==> src/rtl/olir_pkg.sv <==
package olir_pkg;

  // Fixed field widths of the request and response words.
  localparam int REQ_W    = 3;
  localparam int POS_W    = 4;
  localparam int DATA_W   = 32;
  localparam int ENTRY_W  = 5;
  localparam int STATUS_W = 2;

  // Default list capacity.
  localparam int DEF_CAPACITY = 16;

  // Request kinds.
  localparam logic [REQ_W-1:0] REQ_APPEND = 3'd0;
  localparam logic [REQ_W-1:0] REQ_POP    = 3'd1;
  localparam logic [REQ_W-1:0] REQ_INSERT = 3'd2;
  localparam logic [REQ_W-1:0] REQ_REMOVE = 3'd3;
  localparam logic [REQ_W-1:0] REQ_READ   = 3'd4;

  // Response status codes.
  localparam logic [STATUS_W-1:0] ST_OK    = 2'd0;
  localparam logic [STATUS_W-1:0] ST_FULL  = 2'd1;
  localparam logic [STATUS_W-1:0] ST_EMPTY = 2'd2;
  localparam logic [STATUS_W-1:0] ST_RANGE = 2'd3;

  // Action that one cell takes at the next clock edge.
  typedef enum logic [2:0] {
    CELL_HOLD,
    CELL_LOAD,
    CELL_FROM_LOW,
    CELL_FROM_HIGH,
    CELL_CLEAR
  } cell_op_t;

endpackage

==> src/rtl/olir_ifs.sv <==
interface olir_req_if;
  import olir_pkg::*;

  logic                     valid;
  logic                     ready;
  logic [REQ_W-1:0]         req_type;
  logic [POS_W-1:0]         position;
  logic signed [DATA_W-1:0] data_in;

  modport source (output valid, req_type, position, data_in, input ready);
  modport sink (input valid, req_type, position, data_in, output ready);
endinterface

interface olir_rsp_if;
  import olir_pkg::*;

  logic                     valid;
  logic                     ready;
  logic signed [DATA_W-1:0] read_value;
  logic [ENTRY_W-1:0]       entry_count;
  logic [STATUS_W-1:0]      status;

  modport source (output valid, read_value, entry_count, status, input ready);
  modport sink (input valid, read_value, entry_count, status, output ready);
endinterface

==> src/rtl/olir_cell.sv <==
module olir_cell (
  input  logic                              clk,
  input  logic                              rst,
  input  olir_pkg::cell_op_t                op,
  input  logic signed [olir_pkg::DATA_W-1:0] load_data,
  input  logic signed [olir_pkg::DATA_W-1:0] low_data,
  input  logic signed [olir_pkg::DATA_W-1:0] high_data,
  output logic signed [olir_pkg::DATA_W-1:0] value
);
  import olir_pkg::*;

  // One list slot: hold, load new data, take a neighbor's entry, or clear.
  always_ff @(posedge clk) begin
    if (rst) begin
      value <= '0;
    end else begin
      unique case (op)
        CELL_LOAD:      value <= load_data;
        CELL_FROM_LOW:  value <= low_data;
        CELL_FROM_HIGH: value <= high_data;
        CELL_CLEAR:     value <= '0;
        default:        value <= value;
      endcase
    end
  end

endmodule

==> src/rtl/olir_ctrl.sv <==
module olir_ctrl #(
  parameter int CAPACITY = olir_pkg::DEF_CAPACITY,
  parameter int CNT_W    = $clog2(CAPACITY + 1)
) (
  input  logic                          fire,
  input  logic [olir_pkg::REQ_W-1:0]    req_type,
  input  logic [olir_pkg::POS_W-1:0]    position,
  input  logic [CNT_W-1:0]              count,
  output olir_pkg::cell_op_t            cell_ops [CAPACITY],
  output logic [CNT_W-1:0]              count_next,
  output logic [olir_pkg::STATUS_W-1:0] status
);
  import olir_pkg::*;

  // Compare width covers both the position field and the count.
  localparam int CMP_W = (CNT_W > POS_W) ? CNT_W : POS_W;

  logic [CMP_W-1:0] pos_c;
  logic [CMP_W-1:0] cnt_c;
  logic             is_full;
  logic             is_empty;
  logic             app_ok;
  logic             pop_ok;
  logic             ins_ok;
  logic             rem_ok;

  assign pos_c    = CMP_W'(position);
  assign cnt_c    = CMP_W'(count);
  assign is_full  = (cnt_c == CMP_W'(CAPACITY));
  assign is_empty = (count == '0);

  // Decode the request against the current fill level.
  always_comb begin
    status     = ST_OK;
    app_ok     = 1'b0;
    pop_ok     = 1'b0;
    ins_ok     = 1'b0;
    rem_ok     = 1'b0;
    count_next = count;
    unique case (req_type)
      REQ_APPEND: begin
        if (is_full) begin
          status = ST_FULL;
        end else begin
          app_ok     = 1'b1;
          count_next = count + CNT_W'(1);
        end
      end
      REQ_POP: begin
        if (is_empty) begin
          status = ST_EMPTY;
        end else begin
          pop_ok     = 1'b1;
          count_next = count - CNT_W'(1);
        end
      end
      REQ_INSERT: begin
        if (is_full) begin
          status = ST_FULL;
        end else if (pos_c > cnt_c) begin
          status = ST_RANGE;
        end else begin
          ins_ok     = 1'b1;
          count_next = count + CNT_W'(1);
        end
      end
      REQ_REMOVE: begin
        if (is_empty) begin
          status = ST_EMPTY;
        end else if (pos_c >= cnt_c) begin
          status = ST_RANGE;
        end else begin
          rem_ok     = 1'b1;
          count_next = count - CNT_W'(1);
        end
      end
      REQ_READ: begin
        if (pos_c >= cnt_c) begin
          status = ST_RANGE;
        end
      end
      default: begin
      end
    endcase
  end

  // Per-cell action. Slots past the end always hold zero, so a remove
  // pulls zero into the last valid slot from its upper neighbor.
  for (genvar i = 0; i < CAPACITY; i++) begin : g_op
    localparam logic [CMP_W-1:0] IDX = CMP_W'(i);

    always_comb begin
      cell_ops[i] = CELL_HOLD;
      if (fire) begin
        priority if (app_ok && IDX == cnt_c) begin
          cell_ops[i] = CELL_LOAD;
        end else if (pop_ok && IDX == cnt_c - CMP_W'(1)) begin
          cell_ops[i] = CELL_CLEAR;
        end else if (ins_ok && IDX == pos_c) begin
          cell_ops[i] = CELL_LOAD;
        end else if (ins_ok && IDX > pos_c && IDX <= cnt_c) begin
          cell_ops[i] = CELL_FROM_LOW;
        end else if (rem_ok && IDX >= pos_c && IDX < cnt_c) begin
          cell_ops[i] = CELL_FROM_HIGH;
        end else begin
          cell_ops[i] = CELL_HOLD;
        end
      end
    end
  end

endmodule

==> src/rtl/ordered_list_insert_remove_unit.sv <==
// A response word is valid in the cycle after its request word is taken.
// Throughput: one request per cycle; every cell of the chain updates at the
// same edge from one broadcast command, so no request waits on another.
// A response word that is not taken holds off the request side until it drains.
// Reset (synchronous, active high) clears every entry to zero, the count to
// zero and the response valid flag.
module ordered_list_insert_remove_unit #(
  parameter int CAPACITY = olir_pkg::DEF_CAPACITY
) (
  input logic       clk,
  input logic       rst,
  olir_req_if.sink   req,
  olir_rsp_if.source rsp
);
  import olir_pkg::*;

  localparam int CNT_W     = $clog2(CAPACITY + 1);
  localparam int READ_SPAN = 2 ** POS_W;

  logic                     fire;
  logic [CNT_W-1:0]         count;
  logic [CNT_W-1:0]         count_next;
  logic [STATUS_W-1:0]      status_next;
  cell_op_t                 cell_ops [CAPACITY];
  logic signed [DATA_W-1:0] cell_val [CAPACITY];
  logic signed [DATA_W-1:0] read_span [READ_SPAN];
  logic signed [DATA_W-1:0] read_next;

  // A new word is taken whenever the response slot is free or draining.
  assign req.ready = !rsp.valid || rsp.ready;
  assign fire      = req.valid && req.ready;

  olir_ctrl #(
    .CAPACITY (CAPACITY),
    .CNT_W    (CNT_W)
  ) u_ctrl (
    .fire       (fire),
    .req_type   (req.req_type),
    .position   (req.position),
    .count      (count),
    .cell_ops   (cell_ops),
    .count_next (count_next),
    .status     (status_next)
  );

  // Chain of cells; the ends see zero as their missing neighbor.
  for (genvar i = 0; i < CAPACITY; i++) begin : g_cell
    logic signed [DATA_W-1:0] low_in;
    logic signed [DATA_W-1:0] high_in;
    logic signed [DATA_W-1:0] value_out;

    if (i == 0) begin : g_first
      assign low_in = '0;
    end else begin : g_mid_low
      assign low_in = cell_val[i-1];
    end

    if (i == CAPACITY - 1) begin : g_last
      assign high_in = '0;
    end else begin : g_mid_high
      assign high_in = cell_val[i+1];
    end

    olir_cell u_cell (
      .clk       (clk),
      .rst       (rst),
      .op        (cell_ops[i]),
      .load_data (req.data_in),
      .low_data  (low_in),
      .high_data (high_in),
      .value     (value_out)
    );

    assign cell_val[i] = value_out;
  end

  // Only the slots the position field can reach feed the read mux.
  for (genvar j = 0; j < READ_SPAN; j++) begin : g_span
    if (j < CAPACITY) begin : g_live
      assign read_span[j] = cell_val[j];
    end else begin : g_none
      assign read_span[j] = '0;
    end
  end

  assign read_next = (req.req_type == REQ_READ && status_next == ST_OK)
                     ? read_span[req.position] : '0;

  // Fill count.
  always_ff @(posedge clk) begin
    if (rst) begin
      count <= '0;
    end else if (fire) begin
      count <= count_next;
    end
  end

  // Response register.
  always_ff @(posedge clk) begin
    if (rst) begin
      rsp.valid <= 1'b0;
    end else if (fire) begin
      rsp.valid <= 1'b1;
    end else if (rsp.ready) begin
      rsp.valid <= 1'b0;
    end
  end

  always_ff @(posedge clk) begin
    if (fire) begin
      rsp.read_value  <= read_next;
      rsp.entry_count <= ENTRY_W'(count_next);
      rsp.status      <= status_next;
    end
  end

endmodule
==> src/flat_wrapper.sv <==
// flat-port wrapper written by rule: the top's interface ports become plain ports
module ordered_list_insert_remove_unit_flat import olir_pkg::*;
#(
  parameter int CAPACITY = olir_pkg::DEF_CAPACITY
)
  (clk, rst, req_valid, req_req_type, req_position, req_data_in, req_ready, rsp_valid, rsp_read_value, rsp_entry_count, rsp_status, rsp_ready);
  olir_req_if req_i ();
  olir_rsp_if rsp_i ();
  input logic clk;
  input logic rst;
  input wire logic [$bits(req_i.valid)-1:0] req_valid;
  input wire logic [$bits(req_i.req_type)-1:0] req_req_type;
  input wire logic [$bits(req_i.position)-1:0] req_position;
  input wire logic [$bits(req_i.data_in)-1:0] req_data_in;
  output wire logic [$bits(req_i.ready)-1:0] req_ready;
  output wire logic [$bits(rsp_i.valid)-1:0] rsp_valid;
  output wire logic [$bits(rsp_i.read_value)-1:0] rsp_read_value;
  output wire logic [$bits(rsp_i.entry_count)-1:0] rsp_entry_count;
  output wire logic [$bits(rsp_i.status)-1:0] rsp_status;
  input wire logic [$bits(rsp_i.ready)-1:0] rsp_ready;
  assign req_i.valid = req_valid;
  assign req_i.req_type = req_req_type;
  assign req_i.position = req_position;
  assign req_i.data_in = req_data_in;
  assign req_ready = req_i.ready;
  assign rsp_valid = rsp_i.valid;
  assign rsp_read_value = rsp_i.read_value;
  assign rsp_entry_count = rsp_i.entry_count;
  assign rsp_status = rsp_i.status;
  assign rsp_i.ready = rsp_ready;
  ordered_list_insert_remove_unit #(.CAPACITY(CAPACITY)) u_core (.clk(clk), .rst(rst), .req(req_i), .rsp(rsp_i));
endmodule
==> config.mk <==
export PLATFORM = sky130hd
export DESIGN_NAME = ordered_list_insert_remove_unit_flat
export DESIGN_NICKNAME = d
export VERILOG_FILES = /design/src/rtl/olir_pkg.sv /design/src/rtl/olir_ifs.sv /design/src/rtl/olir_cell.sv /design/src/rtl/olir_ctrl.sv /design/src/rtl/ordered_list_insert_remove_unit.sv /design/src/flat_wrapper.sv
export SDC_FILE = /design/constraint.sdc
export NUM_CORES = 2
export LEC_CHECK = 0
export ABC_AREA = 1
export BUFFER_PORTS_ARGS = -buffer_cell sky130_fd_sc_hd__buf_2
export CORE_ASPECT_RATIO = 1.4
export CORE_MARGIN = 2
export CORE_UTILIZATION = 39
export DETAILED_ROUTE_END_ITERATION = 16
export PLACE_DENSITY = 0.57
export SLEW_MARGIN = 10
export SYNTH_ARGS = -nofsm -noshare
export SYNTH_HDL_FRONTEND = slang
export SYNTH_SLANG_ARGS = --single-unit
export TNS_END_PERCENT = 10
==> constraint.sdc <==
create_clock -name clk -period 3.3 [get_ports clk]
set_clock_uncertainty 0.1 [all_clocks]
set_input_delay 0.825 -clock clk [delete_from_list [all_inputs] [get_ports clk]]
set_output_delay 0.825 -clock clk [all_outputs]
set_load 0.005 [all_outputs]
# Word level (Yosys, flattened, before mapping)
# Cells that the tools add are included.
# Widths: inputs -> output; s select.
[classes]
n_addsub = 2
magnitude_cmp = 67
eq_ne = 114
mux = 141
n_bitwise = 1
reduce_logical = 140
[op_table]
columns = ["cell", "count"]
rows = [
  ["$pmux 32 s4", 14],
  ["$pmux 32 s3", 2],
  ["$mux 3", 48],
  ["$bmux 32 s4", 1],
  ["$logic_and 1x1->1", 114],
  ["$mux 2", 53],
  ["$eq 3x2->1 const B", 34],
  ["$eq 4x5->1 const A", 16],
  ["$mux 32", 2],
  ["$reduce_bool 4->1", 14],
  ["$eq 3x1->1 const B", 17],
  ["$eq 3x3->1 const B", 17],
  ["$eq 3x5->1 const A", 8],
  ["$le 4x5->1 const A", 8],
  ["$lt 4x5->1 const A", 8],
  ["$eq 4x4->1 const A", 8],
  ["$ge 4x4->1 const A", 8],
  ["$gt 4x4->1 const A", 8],
  ["$mux 5", 6],
  ["$eq 2x5->1 const A", 4],
  ["$le 3x5->1 const A", 4],
  ["$lt 3x5->1 const A", 4],
  ["$pmux 5 s4", 1],
  ["$eq 3x4->1 const A", 4],
  ["30 further kinds", 62],
]
[totals]
regBits = 557
input_bits = 43
out_inout_bits = 41
word_cells = 486

# Depth between registers and ports, before layout
[logic_depth]
depth_word = 15
ltp_mapped = 20
ltp_nobuf = 18

# Cells and area by module
# Synthesis repeated with hierarchy kept, for this count alone.
[unflattened]
hier_cells = 7244
area_unflattened_um2 = 42633.4
[by_module_without_submodules]
columns = ["module", "instances", "cells_each", "area_per_inst_um2", "seq_area_each_um2"]
rows = [
  ["olir_cell", 16, 319, 2015.7, 640.6],
  ["ordered_list_insert_remove_unit", 1, 1722, 8281.7, 1291.2],
  ["olir_ctrl", 1, 418, 2100.8, 0.0],
]

# Least setup slack after synthesis
# Ideal clock, no wire load.
[synth_timing]
path_type = "input to register"
startpoint = "input req_position[0]"
endpoint = "register u_core.g_cell[8].u_cell.value[20] (netlist name)"
setup_time_ps = 117
t_arrival_ps = 3054
t_required_ps = 3083
path_slack_ps = 29
cell_stages = 17
n_path_buf = 5
path_cell_list = "buf_2 > inv_2 > clkbuf_1 > ha_1 > nand3_1 > inv_1 > nor2_2 > buf_6 > nand4_4 > nand3_2 > nand2_4 > nand3_2 > buf_2 > buf_2 > nand3_1 > nor2_1 > nor2_1"
[synth_via]
elab_chain_len = 14
elab_cells_between_ends = 28
cone_classes = "order compare: 4; eq/ne: 5; mux: 13; reduce/logical: 6"
[synth_rtl]
columns = ["item", "line", "text"]
rows = [
  ["from (decl)", "flat_wrapper.sv:13", "input wire logic [$bits(req_i.position)-1:0] req_position;"],
  ["$ge 4x5->1", "olir_ctrl.sv:70", "end else if (pos_c >= cnt_c) begin"],
  ["$mux 1", "olir_ctrl.sv:70", ""],
  ["$mux 1", "olir_ctrl.sv:68", "if (is_empty) begin"],
  ["$mux 1", "olir_ctrl.sv:40", "unique case (req_type)"],
  ["$logic_and 1x1->1 (2 in series)", "olir_ctrl.sv:103", "end else if (rem_ok && IDX >= pos_c && IDX < cnt_c) begin"],
  ["$mux 2", "olir_ctrl.sv:103", ""],
  ["$mux 2", "olir_ctrl.sv:101", "end else if (ins_ok && IDX > pos_c && IDX <= cnt_c) begin"],
  ["$mux 2 (*)", "olir_ctrl.sv:99", "end else if (ins_ok && IDX == pos_c) begin"],
  ["$mux 3 (*)", "olir_ctrl.sv:97", "end else if (pop_ok && IDX == cnt_c - CMP_W'(1)) begin"],
  ["$mux 3 (*)", "olir_ctrl.sv:95", "priority if (app_ok && IDX == cnt_c) begin"],
  ["$mux 3 (*)", "olir_ctrl.sv:94", "if (fire) begin"],
  ["$eq 3x3->1 (tied with other cells)", "olir_cell.sv:17", "unique case (op)"],
  ["$pmux 32 s4 / $reduce_bool 4->1 (equally long branches)", "--", ""],
  ["to (signal assigned)", "olir_cell.sv:18", "CELL_LOAD: value <= load_data;"],
  ["to (signal assigned)", "olir_cell.sv:19", "CELL_FROM_LOW: value <= low_data;"],
  ["to (signal assigned)", "olir_cell.sv:20", "CELL_FROM_HIGH: value <= high_data;"],
  ["to (decl)", "olir_cell.sv:8", "output logic signed [olir_pkg::DATA_W-1:0] value"],
]
# Mark *: on every way between the ends. The rest lies on a longest branch, timed or not.
# A chain may end at the register's enable or synchronous reset.

# Worst setup path after layout
[layout_timing]
startpoint = "register u_core.count[1]"
endpoint = "register u_core.rsp.read_value[24], data pin"
[layout_via]
elab_chain_len = 6
elab_cells_between_ends = 13
cone_classes = "order compare: 2; eq/ne: 1; mux: 7; reduce/logical: 3"
[layout_rtl]
columns = ["item", "line", "text"]
rows = [
  ["from (decl)", "ordered_list_insert_remove_unit.sv:21", "logic [CNT_W-1:0] count;"],
  ["from (signal assigned)", "ordered_list_insert_remove_unit.sv:94", "count <= count_next;"],
  ["$ge 4x5->1 / $gt 4x5->1 (equally long branches)", "olir_ctrl.sv:70, olir_ctrl.sv:78, olir_ctrl.sv:60", ""],
  ["$mux 2 (on tied branches)", "olir_ctrl.sv:70, olir_ctrl.sv:78, olir_ctrl.sv:60", ""],
  ["$mux 2 (on tied branches)", "olir_ctrl.sv:68, olir_ctrl.sv:58", ""],
  ["$pmux 2 s5 (*)", "olir_ctrl.sv:40", ""],
  ["$logic_not 2->1 (*)", "ordered_list_insert_remove_unit.sv:86", "assign read_next = (req.req_type == REQ_READ && status_next == ST_OK)"],
  ["$logic_and 1x1->1 (*)", "ordered_list_insert_remove_unit.sv:86", ""],
  ["to (signal assigned)", "ordered_list_insert_remove_unit.sv:111", "rsp.read_value <= read_next;"],
  ["to (decl)", "olir_ifs.sv:23", "modport source (output valid, read_value, entry_count, status, input ready);"],
]
# Marks and branches as above.

==> results.tsv <==
metric	value	unit
Pwr Density	407.1	mW/mm^2
worst-case clock buffer depth	3	
final setup margin	0.1558	ns
Skew-Pair Late Insertion Delay	0.68	ns
Final nets	5735	
DR pass1 iterations	9	
post-place setup slack	-0.4529	ns
post-synthesis cell area	0.03495	sq mm
postcts setup bufs	0	
CTS root buffer	clkbuf_16	
FMAX	318.1	MHz
filler instances	9086	
post-synthesis area per instance	6.265	sq um
period utilization	95.28	%
WL/cell	23.48	microns
Hold EP	u_core.rsp.valid$_SDFFE_PP0P_	
Tmin final	3.144	ns
DRC viols	0	
Pint	12050	uW
RePlAce Congestion	0.9766	
first-pass GRT wire length	244700	microns
clock network power share	45.3	%
CP arrival	3.59	ns
drt initial violations	5350	
leakage	0.01645	uW
r2r setup slk	0.16	ns
DRT antenna net count	0	
Switching Fraction	28.67	%
area leader, netlist	dfxtp_1	
Die ar.	0.09205	sq mm
maxcap violations	0	
placed cells	6798	
Vias/cell	5.858	
Clock transition at path regs	0.07	ns
RSZ-0062 raised after global routing	no	
fin cells	6929	
post-synthesis register bit count	557	
final hold violations	0	
Critical Setup Path Class	reg2reg	
Mapped Cells	5578	
Die Span Y	358.2	microns
Net Count, Synth	5631	
Critical R2R Launch	u_core.count[1]$_SDFFE_PP0P_	
combinational power share	12.3	%
Hold Path Class	in2reg	
share of post-route cells with drive strength above 1	12.98	%
CTS tree	built	
WL final	162700	microns
Worst Tran Pin Value	1.062	ns
initial core utilization	39.44	%
EDFF count, synth	39	
CTS buffer count	61	
crit end category	flop	
die width	257.0	microns
grt ovf	0	
area grow syn2layout	18.71	%
RR Endpoint	u_core.rsp.read_value[24]$_SDFFCE_PN0P_	
Overall Global Routing Usage	34.41	%
Cell variety after synth	47	
Synth top cells by count	nand2_1, nor2_1, nand3_1	
via count	40590	
Post-Route Setup TNS	0	ns
DP HPWL	122300	microns
# hold bufs at CTS	0	
Final Power	16890	uW
clk sinks	557	
status	complete, no violations	
post_cts resized	1	
# port buffers	83	
Ports	84	
H-tree depth	2	
worst-path fanout max	31	
final core utilization	46.82	%
Flop pwr share	42.4	%
max_slew headroom	29.21	%
most frequent cell after synthesis	nand2_1	
largest net degree at the start of global routing	86	
Worst Reg-to-Reg Cells	14	
Worst EP required	3.74	ns
Hold Path Stages	4	
Hold Startpoint	rsp_ready	
number of global-route vias before repair	37530	
peak supply drop	0.4006	mV
Critical Path Start Type	flop	
Ys Warns	0	
post-synth top area share	29.67	%
final setup fails	0	
sw power	4842	uW
largest cells by area after synthesis	dfxtp_1, nand2_1, nor2_1	
Core Box Area	0.08861	sq mm
sequential area share after synthesis	33.02	%
final slew viol count	0	
ys flop type	dfxtp_1	
site row count	129	
Async SR Flop Fraction	0	%
initial antenna violation count	20	
==> critical path, stage by stage (launching register included) <==
cell and delay, ns:
dfxtp_1 0.31, inv_1 0.22, ha_1 0.29, nand2_1 0.06
inv_1 0.04, nand3_1 0.09, nand3_2 0.10, nor2_2 0.13
buf_4 0.21, nor2_1 0.09, nor4_2 0.33, nand2_1 0.20
buf_12 0.22, a31oi_1 0.31, buf_4 0.21
==> registers in the layout, indices dropped and copies added, names as in the netlist <==
| register | count |
|---|---|
| u_core.rsp.entry_count | 5 |
| u_core.g_cell.u_cell.value | 512 |
| u_core.count | 5 |
| u_core.rsp.valid | 1 |
| u_core.rsp.status | 2 |
| u_core.rsp.read_value | 32 |
==> metal layers <==
| layer | part of all wire, % | track usage [%] | wire length (microns) |
|---|---|---|---|
| met1 | 39 | 42.72 | 64030 |
| met2 | 46 | 56.89 | 75340 |
| met3 | 7.9 | 5.104 | 12920 |
| met4 | 6.4 | 19.98 | 10350 |
| met5 | 0.030 | 0 | 49 |
==> cell families after synthesis <==
group / count (synthesis) / synth area share (%)
adder cells (fa/ha/maj): 10 / 0.3580
XOR/XNOR: 4 / 0.1003
buffers and inverters: 708 / 8.603
AO/OA/AOI/OAI: 1129 / 18.06
multiplexers: 10 / 0.2864
flip-flops: 557 / 33.02
AND/OR/NAND/NOR: 3160 / 39.57
==> metrics by stage <==
step	hold WS, ns	cell area, sq um
finish	0.3485	41490
global route	0.4038	41480
CTS	0.3259	41430
detailed placement	0.3710	39240
global placement	0.3692	39240
floorplan	0.3474	34950
==> final cells by class <==
cell class                      instances  area (sq um)  share of cell area, %
Clock buffer                           87          1797                  4.331
Antenna cell                           16         40.04                0.09651
Clock inverter                         28         385.4                 0.9289
Timing Repair Buffer                  487          4750                  11.45
Inverter                              262          1008                  2.431
Tap cell                             1179          1475                  3.556
Sequential cell                       557         11540                  27.82
Multi-Input combinational cell       4313         20490                  49.39
==> power groups by stage <==
stage | registers (uW) | clock network (uW) | logic, uW
2_1_floorplan | 7230 | 0 | 1150
5_1_grt | 7170 | 7940 | 2220
3_3_place_gp | 7290 | 0 | 2010
3_5_place_dp | 7290 | 0 | 2020
6_report | 7160 | 7650 | 2080
4_1_cts | 7140 | 7700 | 2030
==> cells in the final DEF, fill, tap and decap left out, types with 4 or more instances in the layout <==
| cell | synthesis | final |
|---|---|---|
| nor2_1 | 1022 | 1012 |
| edfxtp_1 | 39 | 39 |
| a211oi_1 | 14 | 14 |
| clkbuf_16 | 0 | 63 |
| o221ai_1 | 7 | 7 |
| o21ai_0 | 553 | 553 |
| buf_2 | 123 | 83 |
| clkinv_2 | 2 | 11 |
| clkinvlp_4 | 0 | 4 |
| nand2_1 | 1061 | 1060 |
| mux2i_1 | 10 | 10 |
| bufinv_16 | 0 | 8 |
| nand2_4 | 6 | 6 |
| nor3_1 | 18 | 18 |
| ha_1 | 10 | 10 |
| dfxtp_1 | 518 | 518 |
| nand3_1 | 760 | 759 |
| clkinv_1 | 10 | 12 |
| clkbuf_1 | 241 | 11 |
| a22oi_1 | 212 | 212 |
| inv_1 | 214 | 212 |
| a31oi_1 | 21 | 19 |
| diode_2 | 0 | 16 |
| buf_4 | 38 | 300 |
| o21ai_2 | 3 | 4 |
| o21ai_1 | 109 | 108 |
| nand2_2 | 32 | 33 |
| buf_12 | 0 | 104 |
| a21oi_1 | 202 | 200 |
| clkbuf_8 | 0 | 13 |
| nor2_4 | 11 | 15 |
| inv_2 | 35 | 33 |
| nand4_1 | 205 | 205 |
| nor2_2 | 8 | 14 |
| nand3_2 | 26 | 27 |
==> how the worst max path moves through the flow <==
stage                                       startpoint                                        endpoint  depth (start not counted)
after floorplan                        req_position[0]  u_core.g_cell[8].u_cell.value[20]$_SDFFE_PP0P_                         17
after detailed placement               req_position[2]         u_core.rsp.read_value[22]$_SDFFCE_PN0P_                         13
after global routing      u_core.count[1]$_SDFFE_PP0P_         u_core.rsp.read_value[24]$_SDFFCE_PN0P_                         14
after global placement                 req_position[3]         u_core.rsp.read_value[22]$_SDFFCE_PN0P_                         13
final                     u_core.count[1]$_SDFFE_PP0P_         u_core.rsp.read_value[24]$_SDFFCE_PN0P_                         14
after CTS                 u_core.count[1]$_SDFFE_PP0P_         u_core.rsp.read_value[12]$_SDFFCE_PN0P_                         14
Power figures use the tool's default switching activity.
